<file path="src/assert_macros.svh">
// assertion helpers shared by the rtl files
// every user has i_clk and i_rst_n in scope
`ifndef ASSERT_MACROS_SVH
`define ASSERT_MACROS_SVH

// same-cycle implication, off during reset
`define ASSERT_IMP(lbl, ante, cons) \
    lbl: assert property (@(posedge i_clk) disable iff (!i_rst_n) (ante) |-> (cons)) \
        else $error("assertion failed");

// next-cycle implication, off during reset
`define ASSERT_NXT(lbl, ante, cons) \
    lbl: assert property (@(posedge i_clk) disable iff (!i_rst_n) (ante) |=> (cons)) \
        else $error("assertion failed");

`endif

</file>
<file path="src/lss_pkg.sv">
package lss_pkg;

    // sketch geometry
    localparam int CPR    = 32;
    localparam int ROWS   = 8;
    localparam int NCELLS = ROWS * CPR;
    localparam int IDXW   = $clog2(NCELLS);
    localparam int RW     = ($clog2(ROWS + 1) > 4) ? $clog2(ROWS + 1) : 4;
    localparam int PW     = $clog2(CPR + 1);

    // modulus 2^62-57 and hash constants
    localparam logic [63:0] PRIME     = 64'd4611686018427387847;
    localparam logic [63:0] C_K1      = 64'h87c37b91114253d5;
    localparam logic [63:0] C_K2      = 64'h4cf5ad432745937f;
    localparam logic [63:0] C_M1      = 64'hff51afd7ed558ccd;
    localparam logic [63:0] C_M2      = 64'hc4ceb9fe1a85ec53;
    localparam logic [63:0] SEED_SALT = 64'd123;
    localparam int          ROT_K     = 31;
    localparam int          SHR_M     = 33;

    typedef enum logic [1:0] {
        OP_UPDATE  = 2'd0,
        OP_RECOVER = 2'd1,
        OP_CLEAR   = 2'd2,
        OP_NOP     = 2'd3
    } t_op;

    typedef struct packed {
        logic [1:0]         op;
        logic signed [63:0] item_key;
        logic signed [63:0] weight_delta;
        logic [3:0]         first_row;
        logic [3:0]         end_row;
    } t_in;

    typedef struct packed {
        logic               found;
        logic signed [63:0] recovered_key;
    } t_out;

    typedef enum logic [1:0] {
        AOP_MUL,
        AOP_MODMUL,
        AOP_DIV
    } t_aop;

    typedef struct packed {
        logic        start;
        t_aop        op;
        logic [63:0] a;
        logic [63:0] b;
    } t_areq;

    typedef struct packed {
        logic        done;
        logic [63:0] res;
    } t_arsp;

    // a + b mod P for operands below P
    function automatic logic [61:0] f_add_mod(input logic [61:0] a, input logic [61:0] b);
        logic [62:0] s;
        s = {1'b0, a} + {1'b0, b};
        if (s >= PRIME[62:0]) begin
            s = s - PRIME[62:0];
        end
        return s[61:0];
    endfunction

endpackage

</file>
<file path="src/lss_front.sv">
module lss_front (
    input  logic          i_clk,
    input  logic          i_rst_n,
    input  logic          i_push,
    output logic          o_full,
    input  lss_pkg::t_in  i_item,
    input  logic          i_cfg_valid,
    output logic          o_cfg_ready,
    input  logic [63:0]   i_cfg_data,
    output logic [63:0]   o_seed,
    output lss_pkg::t_in  o_cmd,
    output logic          o_cmd_vld,
    input  logic          i_cmd_pop
);
    import lss_pkg::*;

    logic [63:0] r_seed;
    t_in         r_q [2];
    logic        r_wp, r_rp;
    logic [1:0]  r_cnt;
    logic        w_acc, w_enq, w_deq;

    // accept and classify: unused op code is taken and dropped
    assign o_full      = (r_cnt == 2'd2);
    assign w_acc       = i_push && !o_full;
    assign w_enq       = w_acc && (i_item.op != OP_NOP);
    assign w_deq       = i_cmd_pop && (r_cnt != 2'd0);
    assign o_cmd       = r_q[r_rp];
    assign o_cmd_vld   = (r_cnt != 2'd0);
    assign o_cfg_ready = 1'b1;
    assign o_seed      = r_seed;

    // seed register and two-entry command queue
    always_ff @(posedge i_clk) begin
        if (!i_rst_n) begin
            r_seed <= '0;
            r_wp   <= 1'b0;
            r_rp   <= 1'b0;
            r_cnt  <= '0;
        end else begin
            if (i_cfg_valid) begin
                r_seed <= i_cfg_data;
            end
            if (w_enq) begin
                r_q[r_wp] <= i_item;
                r_wp      <= !r_wp;
            end
            if (w_deq) begin
                r_rp <= !r_rp;
            end
            r_cnt <= r_cnt + {1'b0, w_enq} - {1'b0, w_deq};
        end
    end

endmodule

</file>
<file path="config.mk">
export PLATFORM = sky130hd
export DESIGN_NAME = lss_front
export DESIGN_NICKNAME = d
export VERILOG_FILES = /design/src/assert_macros.svh /design/src/lss_pkg.sv /design/src/lss_front.sv
export SDC_FILE = /design/constraint.sdc
export NUM_CORES = 1
export LEC_CHECK = 0
export ABC_AREA = 1
export CELL_PAD_IN_SITES_DETAIL_PLACEMENT = 0
export CELL_PAD_IN_SITES_GLOBAL_PLACEMENT = 2
export CORE_MARGIN = 2
export CORE_UTILIZATION = 43
export DETAILED_ROUTE_END_ITERATION = 8
export DONT_BUFFER_PORTS = 1
export HOLD_SLACK_MARGIN = 0.03
export PLACE_DENSITY = 0.89
export SYNTH_ARGS = -nofsm -noshare
export SYNTH_HDL_FRONTEND = slang
export SYNTH_SLANG_ARGS = --single-unit
</file>
<file path="constraint.sdc">
create_clock -name i_clk -period 21 [get_ports i_clk]
set_input_delay 2.1 -clock i_clk [delete_from_list [all_inputs] [get_ports i_clk]]
set_output_delay 2.1 -clock i_clk [all_outputs]
set_load 0.005 [all_outputs]
</file>
[After elaboration in Yosys (flattened, before gate mapping)]
Memory sizes are Yosys's and may differ from the RTL's. A register that Yosys moved wholly into a read port is not among the register bits.
Index checks and enable logic that the tools add are counted.
Storage, ports and cells
  register bits after elaboration: 68
  latch bits: 0
  bits in writable memories: 276
  bits in read-only memories: 0
  input bits: 207
  output and inout bits: 205
  word-level logic and storage cells: 21
  memories: 1
Operators by class
  $add $sub $neg: 2
  multiply operators: 0
  divide/modulo/power cells: 0
  order comparisons: 0
  equality and inequality tests: 2
  shift operators: 0
  mux-type cells: 5
  bitwise gates (word level): 0
  reduce and logical (&&, ||, !) cells: 7
Memories
  r_q: words 2, bits a word 138, read ports 1, clocked after memory_dff 1, wr ports 1, RTL line lss_front.sv:18  | t_in r_q [2];
Operator list (count)
  $mux 1: 5
  $logic_and 1x1->1: 3
  $logic_not 1->1: 3
  $add 2x1->2: 1
  $eq 2x2->1 const B: 1
  $ne 2x2->1 const B: 1
  $reduce_bool 2->1: 1
  $sub 2x1->2: 1

[Depth between registers and ports, before layout]
  word-level depth: 7
  mapped depth: 11
  gate-level depth less buffers: 11

[Worst setup path before layout]
OpenSTA, ideal clock, no wires.
  path type: input-to-reg
  from: input port i_rst_n
  to: memory r_q[1][0] in the netlist's numbering (enable)
  library setup time: 0.637 ns
  arrival time: 8.057 ns
  slack: 12.306 ns
  cell stages on the path: 3
  path buffers: 1
  cell sequence: buf_2 > nand2_1 > nor2_1
On the way
  cells in the longest elaborated chain, start to end: 2
Ends and longest elaborated chain
  start, declared: RTL line lss_front.sv:3  | input logic i_rst_n,
  $mux 1: RTL line lss_front.sv:35  | if (!i_rst_n) begin
  $mux 1 (implied by the code): RTL line lss_front.sv:45  | r_q[r_wp] <= i_item;
  end, declared: RTL line lss_front.sv:18
Every way passes these cells.

==> metrics.txt <==
critical path capture point type=output pin; flops & latches, synth=345; share of power burned in registers=51.7%; Ports=412; number of global-route vias before repair=6,210; vias post-DR=a little over 6,000; Synth Area in XOR/XNOR=0%; final setup fails=0; Layout area overhead=11.2%; Non-Filler Instances=1,164; wire per inst=between 20 and 25 um; switching pwr=0.360 mW; setup tns final=0 ns; Final HPWL DP=17,900 um; Sw Share=between 20% and 30%; clock tree root driver cell=clkbuf_16; clk sinks=roughly 350; Syn Area/Cell=16.6 um2; Final Cell Area=~0.014 mm2; Clock power frac=38.1%; combinational group share of total power=about a tenth; Pre-antenna DRT Iters=4; WP data required=18.90 ns; Max FO, Critical Path=71; outcome=complete, no violations; Resized cells post-CTS=0; CTS tree=done; post-synthesis adder-cell area fraction=less than 1%; worst r2r dst=r_q[0][134]$_DFFE_PP_; mux cell area share after synthesis=12.5%; H-tree Lvls=2; starting density of the core=around 44%; port buffer count=0; Clk pin slew, worst setup/hold paths=0.06 ns; Peak VDD IR=approximately 63 uV; WHS Endpoint=r_rp$_SDFFE_PN0P_; mapped cell area=0.0125 mm2; flop2flop setup slack=between 15 and 20 ns; Leak=4.65 nW; RSZ-0062 raised after global routing=no; type of the tightest min-delay check=reg -> reg; Final Hold Viols=0; CP Data Arrival Time=2.80 ns; setup repair bufs after CTS=0; final slew viol count=0; fin crit period=approximately 4.9 ns; FILL cells=2,371; Die ar.=approximately 0.030 mm2; Post-Syn Instances=750; cell area after placement=between 0.01 and 0.015 mm2; Slowest-stage cell, CP=dfxtp_4; total CTS buffers=35; CP peak stage delay=roughly 0.9 ns; syn nets=959; post-synthesis compound-gate area fraction=2.61%; Placer Congestion=0.832; achievable frequency=204 MHz; total core area=0.0286 mm2; Detail Route Antenna Nets=0; final cycle utilization of the critical path=23.3%; Post-Synth Simple-Gate Area=4.60%; DRC=0; Clk Latency, worst-skew pair=0.50 ns; Placement Rows=62; clock tree buffer depth=3; worst rel slew slack=27.5%; fin util=48.4%; nets=964; final WL=26,700 um; max-cap viol count=0; critical path class=reg -> out; Clock Skew=approximately 0.0082 ns; grt total ovfl=0; Worst-Margin Slew=1.09 ns; share of cells above drive strength 1=25.0%; sequential-to-total area share from yosys stat=between 70 and 80%; reg2reg start=r_cnt[0]$_SDFF_PN0_; Int Power=1.23 mW; largest net degree at the start of global routing=72; min-delay src=r_rp$_SDFFE_PN0P_; worst r2r path cells=5; die span in x=174 um; DRT iter0 DRCs=346; Antenna diodes=0; largest family of logic cells by synthesized area=multiplexers; first-pass GRT wire length=38,200 um; Die Ht=approximately 170 um; global router's overall resource usage=16.7%; critical-path cell list=buf_4, mux2_2; Tot Pwr=1.59 mW; post-synthesis cell type count=19; cell total after placement=1,102; pwr/cell area=115 mW/mm2; worst hold stages=2; vias per inst=between 5 and 6; hold_buf cts=0; Yosys warnings=0; initial antenna violation count=0; Setup crit start kind=register
cell usage in the layout, fill, tap and decap left out, types with 2 or more instances in the layout:
master / count
buf_4: 4
bufinv_16: 3
clkbuf_1: 11
clkbuf_16: 36
clkbuf_8: 2
clkinv_1: 2
clkinv_2: 3
dfxtp_1: 68
edfxtp_1: 276
ha_1: 2
inv_1: 10
inv_6: 2
mux2_2: 138
nand2_1: 11
nand3_1: 3
nor2_1: 135
o21ai_0: 63
worst max-delay path: cells and delay by family (launching register included):
family | cells | cell delay, ns
flops | 1 | 0.90
buf+inv | 1 | 0.81
mux | 1 | 0.44
power by group through the flow:
stage	clock network, mW	registers [mW]	logic, mW
detailed placement	0	0.836	0.164
floorplan	0	0.818	0.161
global route	0.647	0.826	0.176
finish	0.605	0.821	0.162
CTS	0.621	0.822	0.165
global placement	0	0.836	0.160
worst max path at each step:
stage / end / from / depth (start not counted) / slack (ns)
3_5_place_dp: o_cmd[15] / register / 2 / 16.63
6_report: o_cmd[15] / register / 2 / 16.10
5_1_grt: o_cmd[15] / register / 2 / 15.93
2_1_floorplan: r_q[1][0]$_DFFE_PP_ / i_rst_n / 3 / 12.31
3_3_place_gp: r_q[0][130]$_DFFE_PP_ / i_rst_n / 5 / 16.64
4_1_cts: o_cmd[15] / register / 2 / 16.09
synth_stat cells (all sizes together):
cell type	n	share of area (%)
nand3	3	0.12
clkbuf	11	0.34
nand2	11	0.33
dfxtp	69	11
inv	12	0.36
conb	1	0.030
edfxtp	276	67
buf	25	1.7
ha	2	0.20
nor2	136	4.1
mux2	138	12
a21oi	1	0.040
o21ai	64	2.6
nand4	1	0.050
stage by stage:
stage | setup WS, ns | hold WS [ns]
after CTS | 16.09 | 0.519
after floorplan | 12.31 | 0.467
after global placement | 16.64 | 0.487
final | 16.10 | 0.511
after detailed placement | 16.63 | 0.506
after global routing | 15.93 | 0.545
metal layers:
| layer | GRT usage (%) | vias up | part of all wire [%] |
|---|---|---|---|
| li1 | - | 2739 | - |
| met1 | 17.3 | 2924 | 34 |
| met2 | 28.6 | 359 | 49 |
| met3 | 8.75 | 58 | 13 |
| met4 | 6.65 | 0 | 3.4 |
| met5 | 0 | - | 0 |
final cells by class:
type / instances / area [um2] / area share [%]
inverter: 12 / 50.0 / 0.361
timing repair buffer: 4 / 30.0 / 0.217
tap: 384 / 480 / 3.47
clock buffer: 50 / 975 / 7.04
multi-input combinational: 357 / 2490 / 18.0
sequential: 345 / 9670 / 69.8
clock inverter: 12 / 154 / 1.11
state kept, by name (all words and copies together) (netlist names), named ones only:
register	flops
o_seed	64
r_cnt	2
r_q	276
r_rp	1
r_wp	1
cells by family (layout without fill, tap and decap cells):
kind of cell | Yosys count | count (layout)
flip-flops | 345 | 345
AND/OR/NAND/NOR | 151 | 151
multiplexers | 138 | 138
AO/OA/AOI/OAI | 65 | 65
buffers and inverters | 48 | 78
adder cells (fa/ha/maj) | 2 | 2
other | 1 | 1
No activity file was read; power rests on OpenSTA's default activity.
