==> config.mk <==
export PLATFORM = sky130hd
export DESIGN_NAME = lss_arith
export DESIGN_NICKNAME = d
export VERILOG_FILES = /design/src/lss_pkg.sv /design/src/lss_arith.sv
export VERILOG_INCLUDE_DIRS = /design/src /design/src/src
export SDC_FILE = /design/constraint.sdc
export NUM_CORES = 2
export LEC_CHECK = 0
export ABC_CLOCK_PERIOD_IN_PS = 7360
export BUFFER_PORTS_ARGS = -buffer_cell sky130_fd_sc_hd__buf_4
export CAP_MARGIN = 5
export CORE_MARGIN = 1
export CORE_UTILIZATION = 50
export DETAILED_ROUTE_END_ITERATION = 16
export PLACE_DENSITY = 0.69
export RECOVER_POWER = 25
export SYNTH_ARGS = -nofsm -noshare
export SYNTH_HDL_FRONTEND = slang
export SYNTH_SLANG_ARGS = --single-unit
export TNS_END_PERCENT = 20
==> constraint.sdc <==
create_clock -name i_clk -period 7.36 [get_ports i_clk]
set_input_delay 1.104 -clock i_clk [delete_from_list [all_inputs] [get_ports i_clk]]
set_output_delay 1.104 -clock i_clk [all_outputs]
set_load 0.05 [all_outputs]
==> src/assert_macros.svh <==
// assertion helpers shared by the rtl files
// every user has i_clk and i_rst_n in scope
`ifndef ASSERT_MACROS_SVH
`define ASSERT_MACROS_SVH

// same-cycle implication, off during reset
`define ASSERT_IMP(lbl, ante, cons) \
    lbl: assert property (@(posedge i_clk) disable iff (!i_rst_n) (ante) |-> (cons)) \
        else $error("assertion failed");

// next-cycle implication, off during reset
`define ASSERT_NXT(lbl, ante, cons) \
    lbl: assert property (@(posedge i_clk) disable iff (!i_rst_n) (ante) |=> (cons)) \
        else $error("assertion failed");

`endif

==> src/lss_pkg.sv <==
package lss_pkg;

    // sketch geometry
    localparam int CPR    = 32;
    localparam int ROWS   = 8;
    localparam int NCELLS = ROWS * CPR;
    localparam int IDXW   = $clog2(NCELLS);
    localparam int RW     = ($clog2(ROWS + 1) > 4) ? $clog2(ROWS + 1) : 4;
    localparam int PW     = $clog2(CPR + 1);

    // modulus 2^62-57 and hash constants
    localparam logic [63:0] PRIME     = 64'd4611686018427387847;
    localparam logic [63:0] C_K1      = 64'h87c37b91114253d5;
    localparam logic [63:0] C_K2      = 64'h4cf5ad432745937f;
    localparam logic [63:0] C_M1      = 64'hff51afd7ed558ccd;
    localparam logic [63:0] C_M2      = 64'hc4ceb9fe1a85ec53;
    localparam logic [63:0] SEED_SALT = 64'd123;
    localparam int          ROT_K     = 31;
    localparam int          SHR_M     = 33;

    typedef enum logic [1:0] {
        OP_UPDATE  = 2'd0,
        OP_RECOVER = 2'd1,
        OP_CLEAR   = 2'd2,
        OP_NOP     = 2'd3
    } t_op;

    typedef struct packed {
        logic [1:0]         op;
        logic signed [63:0] item_key;
        logic signed [63:0] weight_delta;
        logic [3:0]         first_row;
        logic [3:0]         end_row;
    } t_in;

    typedef struct packed {
        logic               found;
        logic signed [63:0] recovered_key;
    } t_out;

    typedef enum logic [1:0] {
        AOP_MUL,
        AOP_MODMUL,
        AOP_DIV
    } t_aop;

    typedef struct packed {
        logic        start;
        t_aop        op;
        logic [63:0] a;
        logic [63:0] b;
    } t_areq;

    typedef struct packed {
        logic        done;
        logic [63:0] res;
    } t_arsp;

    // a + b mod P for operands below P
    function automatic logic [61:0] f_add_mod(input logic [61:0] a, input logic [61:0] b);
        logic [62:0] s;
        s = {1'b0, a} + {1'b0, b};
        if (s >= PRIME[62:0]) begin
            s = s - PRIME[62:0];
        end
        return s[61:0];
    endfunction

endpackage

==> src/lss_arith.sv <==
module lss_arith (
    input  logic           i_clk,
    input  logic           i_rst_n,
    input  lss_pkg::t_areq i_req,
    output lss_pkg::t_arsp o_rsp
);
    import lss_pkg::*;

    `include "assert_macros.svh"

    localparam logic [6:0] MUL_STEPS = 7'd4;
    localparam logic [6:0] MM_STEPS  = 7'd62;
    localparam logic [6:0] DIV_STEPS = 7'd64;

    logic        r_busy, r_done;
    t_aop        r_op;
    logic [63:0] r_a, r_b, r_acc, r_res;
    logic [64:0] r_rem;
    logic [6:0]  r_cnt;

    logic [79:0] w_prod;
    logic [61:0] w_dbl, w_mm;
    logic [64:0] w_rs, w_rem;
    logic        w_qbit;
    logic [63:0] w_acc;

    // 64x16 partial product for the low-word multiply
    assign w_prod = {16'b0, r_a} * {64'b0, r_b[15:0]};

    // one step of multiply, modular double-and-add or restoring divide
    always_comb begin
        w_dbl  = f_add_mod(r_acc[61:0], r_acc[61:0]);
        w_mm   = r_b[61] ? f_add_mod(w_dbl, r_a[61:0]) : w_dbl;
        w_rs   = {r_rem[63:0], r_acc[63]};
        w_qbit = (w_rs >= {1'b0, r_b});
        w_rem  = w_qbit ? (w_rs - {1'b0, r_b}) : w_rs;
        case (r_op)
            AOP_MUL:    w_acc = r_acc + w_prod[63:0];
            AOP_MODMUL: w_acc = {2'b00, w_mm};
            AOP_DIV:    w_acc = {r_acc[62:0], w_qbit};
            default:    w_acc = r_acc;
        endcase
    end

    // operand latch and step counter
    always_ff @(posedge i_clk) begin
        if (!i_rst_n) begin
            r_busy <= 1'b0;
            r_done <= 1'b0;
        end else begin
            r_done <= 1'b0;
            if (i_req.start) begin
                r_busy <= 1'b1;
                r_op   <= i_req.op;
                r_a    <= i_req.a;
                r_b    <= i_req.b;
                r_acc  <= (i_req.op == AOP_DIV) ? i_req.a : '0;
                r_rem  <= '0;
                case (i_req.op)
                    AOP_MUL:    r_cnt <= MUL_STEPS;
                    AOP_MODMUL: r_cnt <= MM_STEPS;
                    default:    r_cnt <= DIV_STEPS;
                endcase
            end else if (r_busy) begin
                r_acc <= w_acc;
                r_rem <= w_rem;
                if (r_op == AOP_MUL) begin
                    r_a <= r_a << 16;
                    r_b <= r_b >> 16;
                end else if (r_op == AOP_MODMUL) begin
                    r_b <= r_b << 1;
                end
                r_cnt <= r_cnt - 7'd1;
                if (r_cnt == 7'd1) begin
                    r_busy <= 1'b0;
                    r_done <= 1'b1;
                    r_res  <= w_acc;
                end
            end
        end
    end

    assign o_rsp.done = r_done;
    assign o_rsp.res  = r_res;

    `ASSERT_IMP(a_start_idle, i_req.start, !r_busy)
    `ASSERT_NXT(a_done_pulse, r_done, !r_done)

endmodule

# Word level (Yosys, flattened, before mapping)
# Index checks and enable logic that the tools add are counted.
# Widths: inputs -> output; s select.
[totals]
wordCells = 62
reg_bits = 331
output_inout_bits = 65
in_bits = 133
[classes]
n_mux = 23
n_addsub = 7
eq_ne = 5
n_mul = 1
magnitude_cmp = 3
bitwise = 3
n_reduce_logical = 11
[op_table]
columns = ["op", "count"]
rows = [
  ["$mux 64", 12],
  ["$pmux 64 s3", 1],
  ["$mux 62", 3],
  ["$add 62x62->63", 2],
  ["$ge 63x62->1 const B", 2],
  ["$sub 62x62->62 const B", 2],
  ["$ge 65x64->1", 1],
  ["$add 64x64->64", 1],
  ["$mul 64x16->64", 1],
  ["$sub 64x64->64", 1],
  ["$mux 7", 2],
  ["$pmux 7 s2", 1],
  ["$eq 7x1->1 const B", 1],
  ["$sub 7x1->7 const B", 1],
  ["$reduce_and 3->1", 2],
  ["$eq 2x1->1 const B", 2],
  ["$eq 2x2->1 const B", 2],
  ["$logic_not 2->1", 2],
  ["$mux 1", 4],
  ["$reduce_and 2->1", 2],
  ["$reduce_and 4->1", 1],
  ["$reduce_bool 2->1", 2],
  ["$not 1->1", 3],
  ["$reduce_bool 3->1", 1],
  ["$reduce_or 3->1", 1],
]

# Depth between registers and ports, before layout
[depth]
ltp_word = 10
depth_mapped = 30

# Worst setup path after synthesis
# No wires, ideal clock.
[synth_timing]
path_type = "reg-to-reg"
startpoint = "register r_b[3]"
endpoint = "register r_acc[60] (data pin)"
path_buffers = 3
t_arrival_ps = 7567
synth_period_minus_slack_ps = 7824
setup_time_ps = 257
path_stages_with_launch = 31
slack_ps = -464
path_cell_list = "edfxtp_1 clkbuf_1 clkbuf_1 clkbuf_1 nand2_1 fa_1 inv_1 fa_1 inv_1 fa_1 inv_1 fa_1 fa_1 inv_1 fa_1 inv_1 ha_1 a21o_1 a21o_1 a21oi_1 and3_1 nand3_1 a311oi_1 a21oi_1 a41oi_1 o21bai_1 a211o_1 a311oi_1 xnor2_1 a221o_1 a32o_1"
[synth_between]
elab_chain_cells = 5
[synth_lines]
columns = ["element", "line", "source"]
rows = [
  ["start, declared", "lss_arith.sv:17", "logic [63:0] r_a, r_b, r_acc, r_res;"],
  ["start signal, assigned", "lss_arith.sv:56", "r_b <= i_req.b;"],
  ["start signal, assigned", "lss_arith.sv:69", "r_b <= r_b >> 16;"],
  ["start signal, assigned", "lss_arith.sv:71", "r_b <= r_b << 1;"],
  ["$mul 64x16->64", "lss_arith.sv:28", "assign w_prod = {16'b0, r_a} * {64'b0, r_b[15:0]};"],
  ["$add 64x64->64", "lss_arith.sv:38", "AOP_MUL: w_acc = r_acc + w_prod[63:0];"],
  ["$pmux 64 s3", "lss_arith.sv:37", "case (r_op)"],
  ["$mux 64", "lss_arith.sv:64", "end else if (r_busy) begin"],
  ["$mux 64", "lss_arith.sv:52", "if (i_req.start) begin"],
  ["end signal, assigned", "lss_arith.sv:57", "r_acc <= (i_req.op == AOP_DIV) ? i_req.a : '0;"],
  ["end signal, assigned", "lss_arith.sv:65", "r_acc <= w_acc;"],
  ["end, declared", "lss_arith.sv:17", ""],
]
# No other way between the ends. The select of a mux whose other input is x is not followed.
# A chain may end at the register's enable or synchronous reset.

# Worst setup path after layout
[layout_timing]
startpoint = "register r_b[6]"
endpoint = "register r_acc[60] (data pin)"
# Same word-level chain as after synthesis.

==> run summary <==
Layout cells sized above 1: 24.87%
Clock Pin Slew Worst Setup and Hold Paths: 0.06 ns
Dpl ws: -1.698 ns
WP data required: 7.77 ns
Worst setup EP type: register
Routed WL: 247000 um
Non-filler cells, final: 9262
Mapped Cells: 6568
1st-iter DRT viols: 6458
Synthesis-stage register bit count: 331
Worst Clk Skew: 0.04557 ns
# clock sinks: 331
Initial Util: 50.51%
Endpoints failing hold: 0
PortBufs: 197
Largest net degree at the start of global routing: 82
Final WS setup: -0.6862 ns
Cts bufs inserted: 45
Number of fill cells: 9625
Min cycle time layout: 8.046 ns
Clock latency on the worst-skew pair: 0.67 ns
Final worst-path cycle share: 109.3%
Unique masters post-synth: 112
CTS tree: done
Die height: 336.6 um
Startpoint types: register
Clk buf depth: 3
FFs w/ async S/R, synth: 0%
Crit-path slowest cell: fa_1
Dpl hpwl: 201000 um
Remaining Overflow, GRT: 0
EDFF count, synth: 329
Placed insts: 9091
Root buffer cell: clkbuf_16
GRT Resource Usage Total: 43.46%
Die Span X: 336.6 um
Row cnt: 122
Setup CP Type: register to register
Initial antenna violation count: 20
Hold buffer count at cts: 0
Fmax: 0.1243 GHz
Syn Area/Cell: 8.523 sq um
Worst hold path type: register to register
Synth Flop Type: edfxtp_1
Status: finished with violations
Vias in the first global route: 54080
Slowest stage delay, CP: 0.59 ns
Routed Antenna Nets: 0
Pins Over Slew Limit: 164
Critical Path AT: 8.46 ns
Mapped Area: 55980 sq um
DRT Pass-1 Iters: 7
Boundary pin count: 198
H-tree depth: 2
Post-route DRC: 0
CP max FO: 4
Failing checks: capacitance limit, slew limit, setup timing
Fin Hold WS: 0.4701 ns
Synth Net Count: 7750
Total number of vias: 54570
Final setup vio count: 165
Nets@finish: 8914
First-pass GRT wire length: 357100 um
Vias per cell: 5.891
Sequential element share of the synthesized area: 17.72%
Max_cap viols: 5
Layout area overhead: 27.93%
WL/cell: 26.66 um
Die area: 113300 sq um
Yosys warns: 0
Core Area: 110800 sq um
Max-slew headroom: -93.76%
RSZ-0062 raised after global routing: true
GP Congestion: 1.033
Most common cell on crit path: fa_1
Worst-margin pin slew: 2.906 ns
-- final cells by class --
cell class	count	area (sq um)	share of cell area [%]
Timing Repair Buffer	1451	11440	15.97
Clock buffer	49	1141	1.593
Sequential cell	331	9920	13.85
Clock inverter	34	344.1	0.4805
Antenna cell	6	15.01	0.02097
Inverter	1196	4503	6.288
Tap cell	1488	1862	2.600
Multi-Input combinational cell	4707	42390	59.20
-- path summary, 6_finish.rpt --
check / from / endpoint / slack, ns / cells past startpoint
worst max-delay path: r_b[6] / r_acc[60] / -0.69 / 31
worst min-delay path: r_busy / r_done / 0.47 / 2
worst max register to register: r_b[6] / r_acc[60] / -0.69 / 31
worst min register to register: r_busy / r_done / 0.47 / 2
-- synth_stat cells (45+ instances only) --
master	count	area share, %
fa_1	816	29
and2_1	212	2.4
o21ai_0	256	2.3
a21oi_1	316	2.8
nand4_1	61	0.68
nand3_1	111	0.99
nor2_1	339	2.3
clkbuf_1	281	1.9
a21o_1	122	1.6
inv_1	1192	8.0
nand2_1	1058	7.1
ha_1	233	5.2
xnor2_1	211	3.3
xor2_1	71	1.1
edfxtp_1	329	18
nor3_1	74	0.66
o211ai_1	45	0.60
mux2i_1	68	1.2
and3_1	52	0.58
-- state kept, by name, indices dropped and copies added (netlist names), 2 cells and up --
name,cells
r_op,2
r_rem,64
r_res,64
r_cnt,7
r_a,64
r_b,64
r_acc,64
-- cells by family after synthesis --
logic type	after synthesis	share of synthesized area, %
AND/OR/NAND/NOR	2086	17.19
buffers and inverters	1530	10.39
AO/OA/AOI/OAI	1191	14.05
adder cells (fa/ha/maj)	1049	34.39
flip-flops	331	17.72
XOR/XNOR	282	4.412
multiplexers	99	1.840
-- timing repair --
action | in CTS | in global routing
pin swaps | 206 | 185
gates cloned | 3 | 0
resized for setup | 297 | 235
setup endpoints to repair | 128 | 128
setup buffers | 43 | 47
endpoints found under the hold margin | 0 | 0
-- layer usage --
layer  GRT usage, %  vias to the layer above  share of wire (%)
li1               -                    23620                  -
met1          60.24                    26920                 40
met2          62.91                     3408                 42
met3          13.34                      598                 13
met4          17.95                       16                5.0
met5              0                        -              0.052
-- per-stage QoR --
step           cell area (sq um)  utilization [%]  setup TNS (ns)
2_1_floorplan              56090                -               0
3_3_place_gp               67390            60.81          -92.66
3_5_place_dp               67410            60.83          -92.09
4_1_cts                    70580            63.68          -13.30
5_1_grt                    71600            64.61          -69.06
6_report                   71610            64.62          -47.01
-- placed cells by master (no fill, tap or decap), types with 46 or more instances in the layout --
cell type  netlist  final
edfxtp_1       329    329
nor2_1         339    314
nand4_1         61     61
inv_2            0     48
a21o_1         122    122
inv_1         1192   1142
xor2_1          71     66
xnor2_1        211    187
mux2i_1         68     66
nand3_1        111    102
and3_1          52     48
buf_4            9   1292
nor3_1          74     64
clkbuf_1       281     69
buf_6            2     46
nand2_1       1058   1049
o21ai_1         19     50
and2_1         212    181
a21oi_1        316    277
fa_1           816    790
o21ai_0        256    209
ha_1           233    195
-- critical path, delay by kind of cell (launching register included) --
| kind | cells | cell delay (ns) |
|---|---|---|
| xor gates and xnor gates | 1 | 0.17 |
| DFF | 1 | 0.44 |
| adders and majority gates | 7 | 3.23 |
| and+or+nand+nor | 3 | 0.46 |
| buffers and inverters | 9 | 0.95 |
| AOI/OAI and AO/OA | 11 | 2.52 |
Power is not shown: default switching activity piles up to over one toggle a cycle in this logic, so the estimate is an artifact.
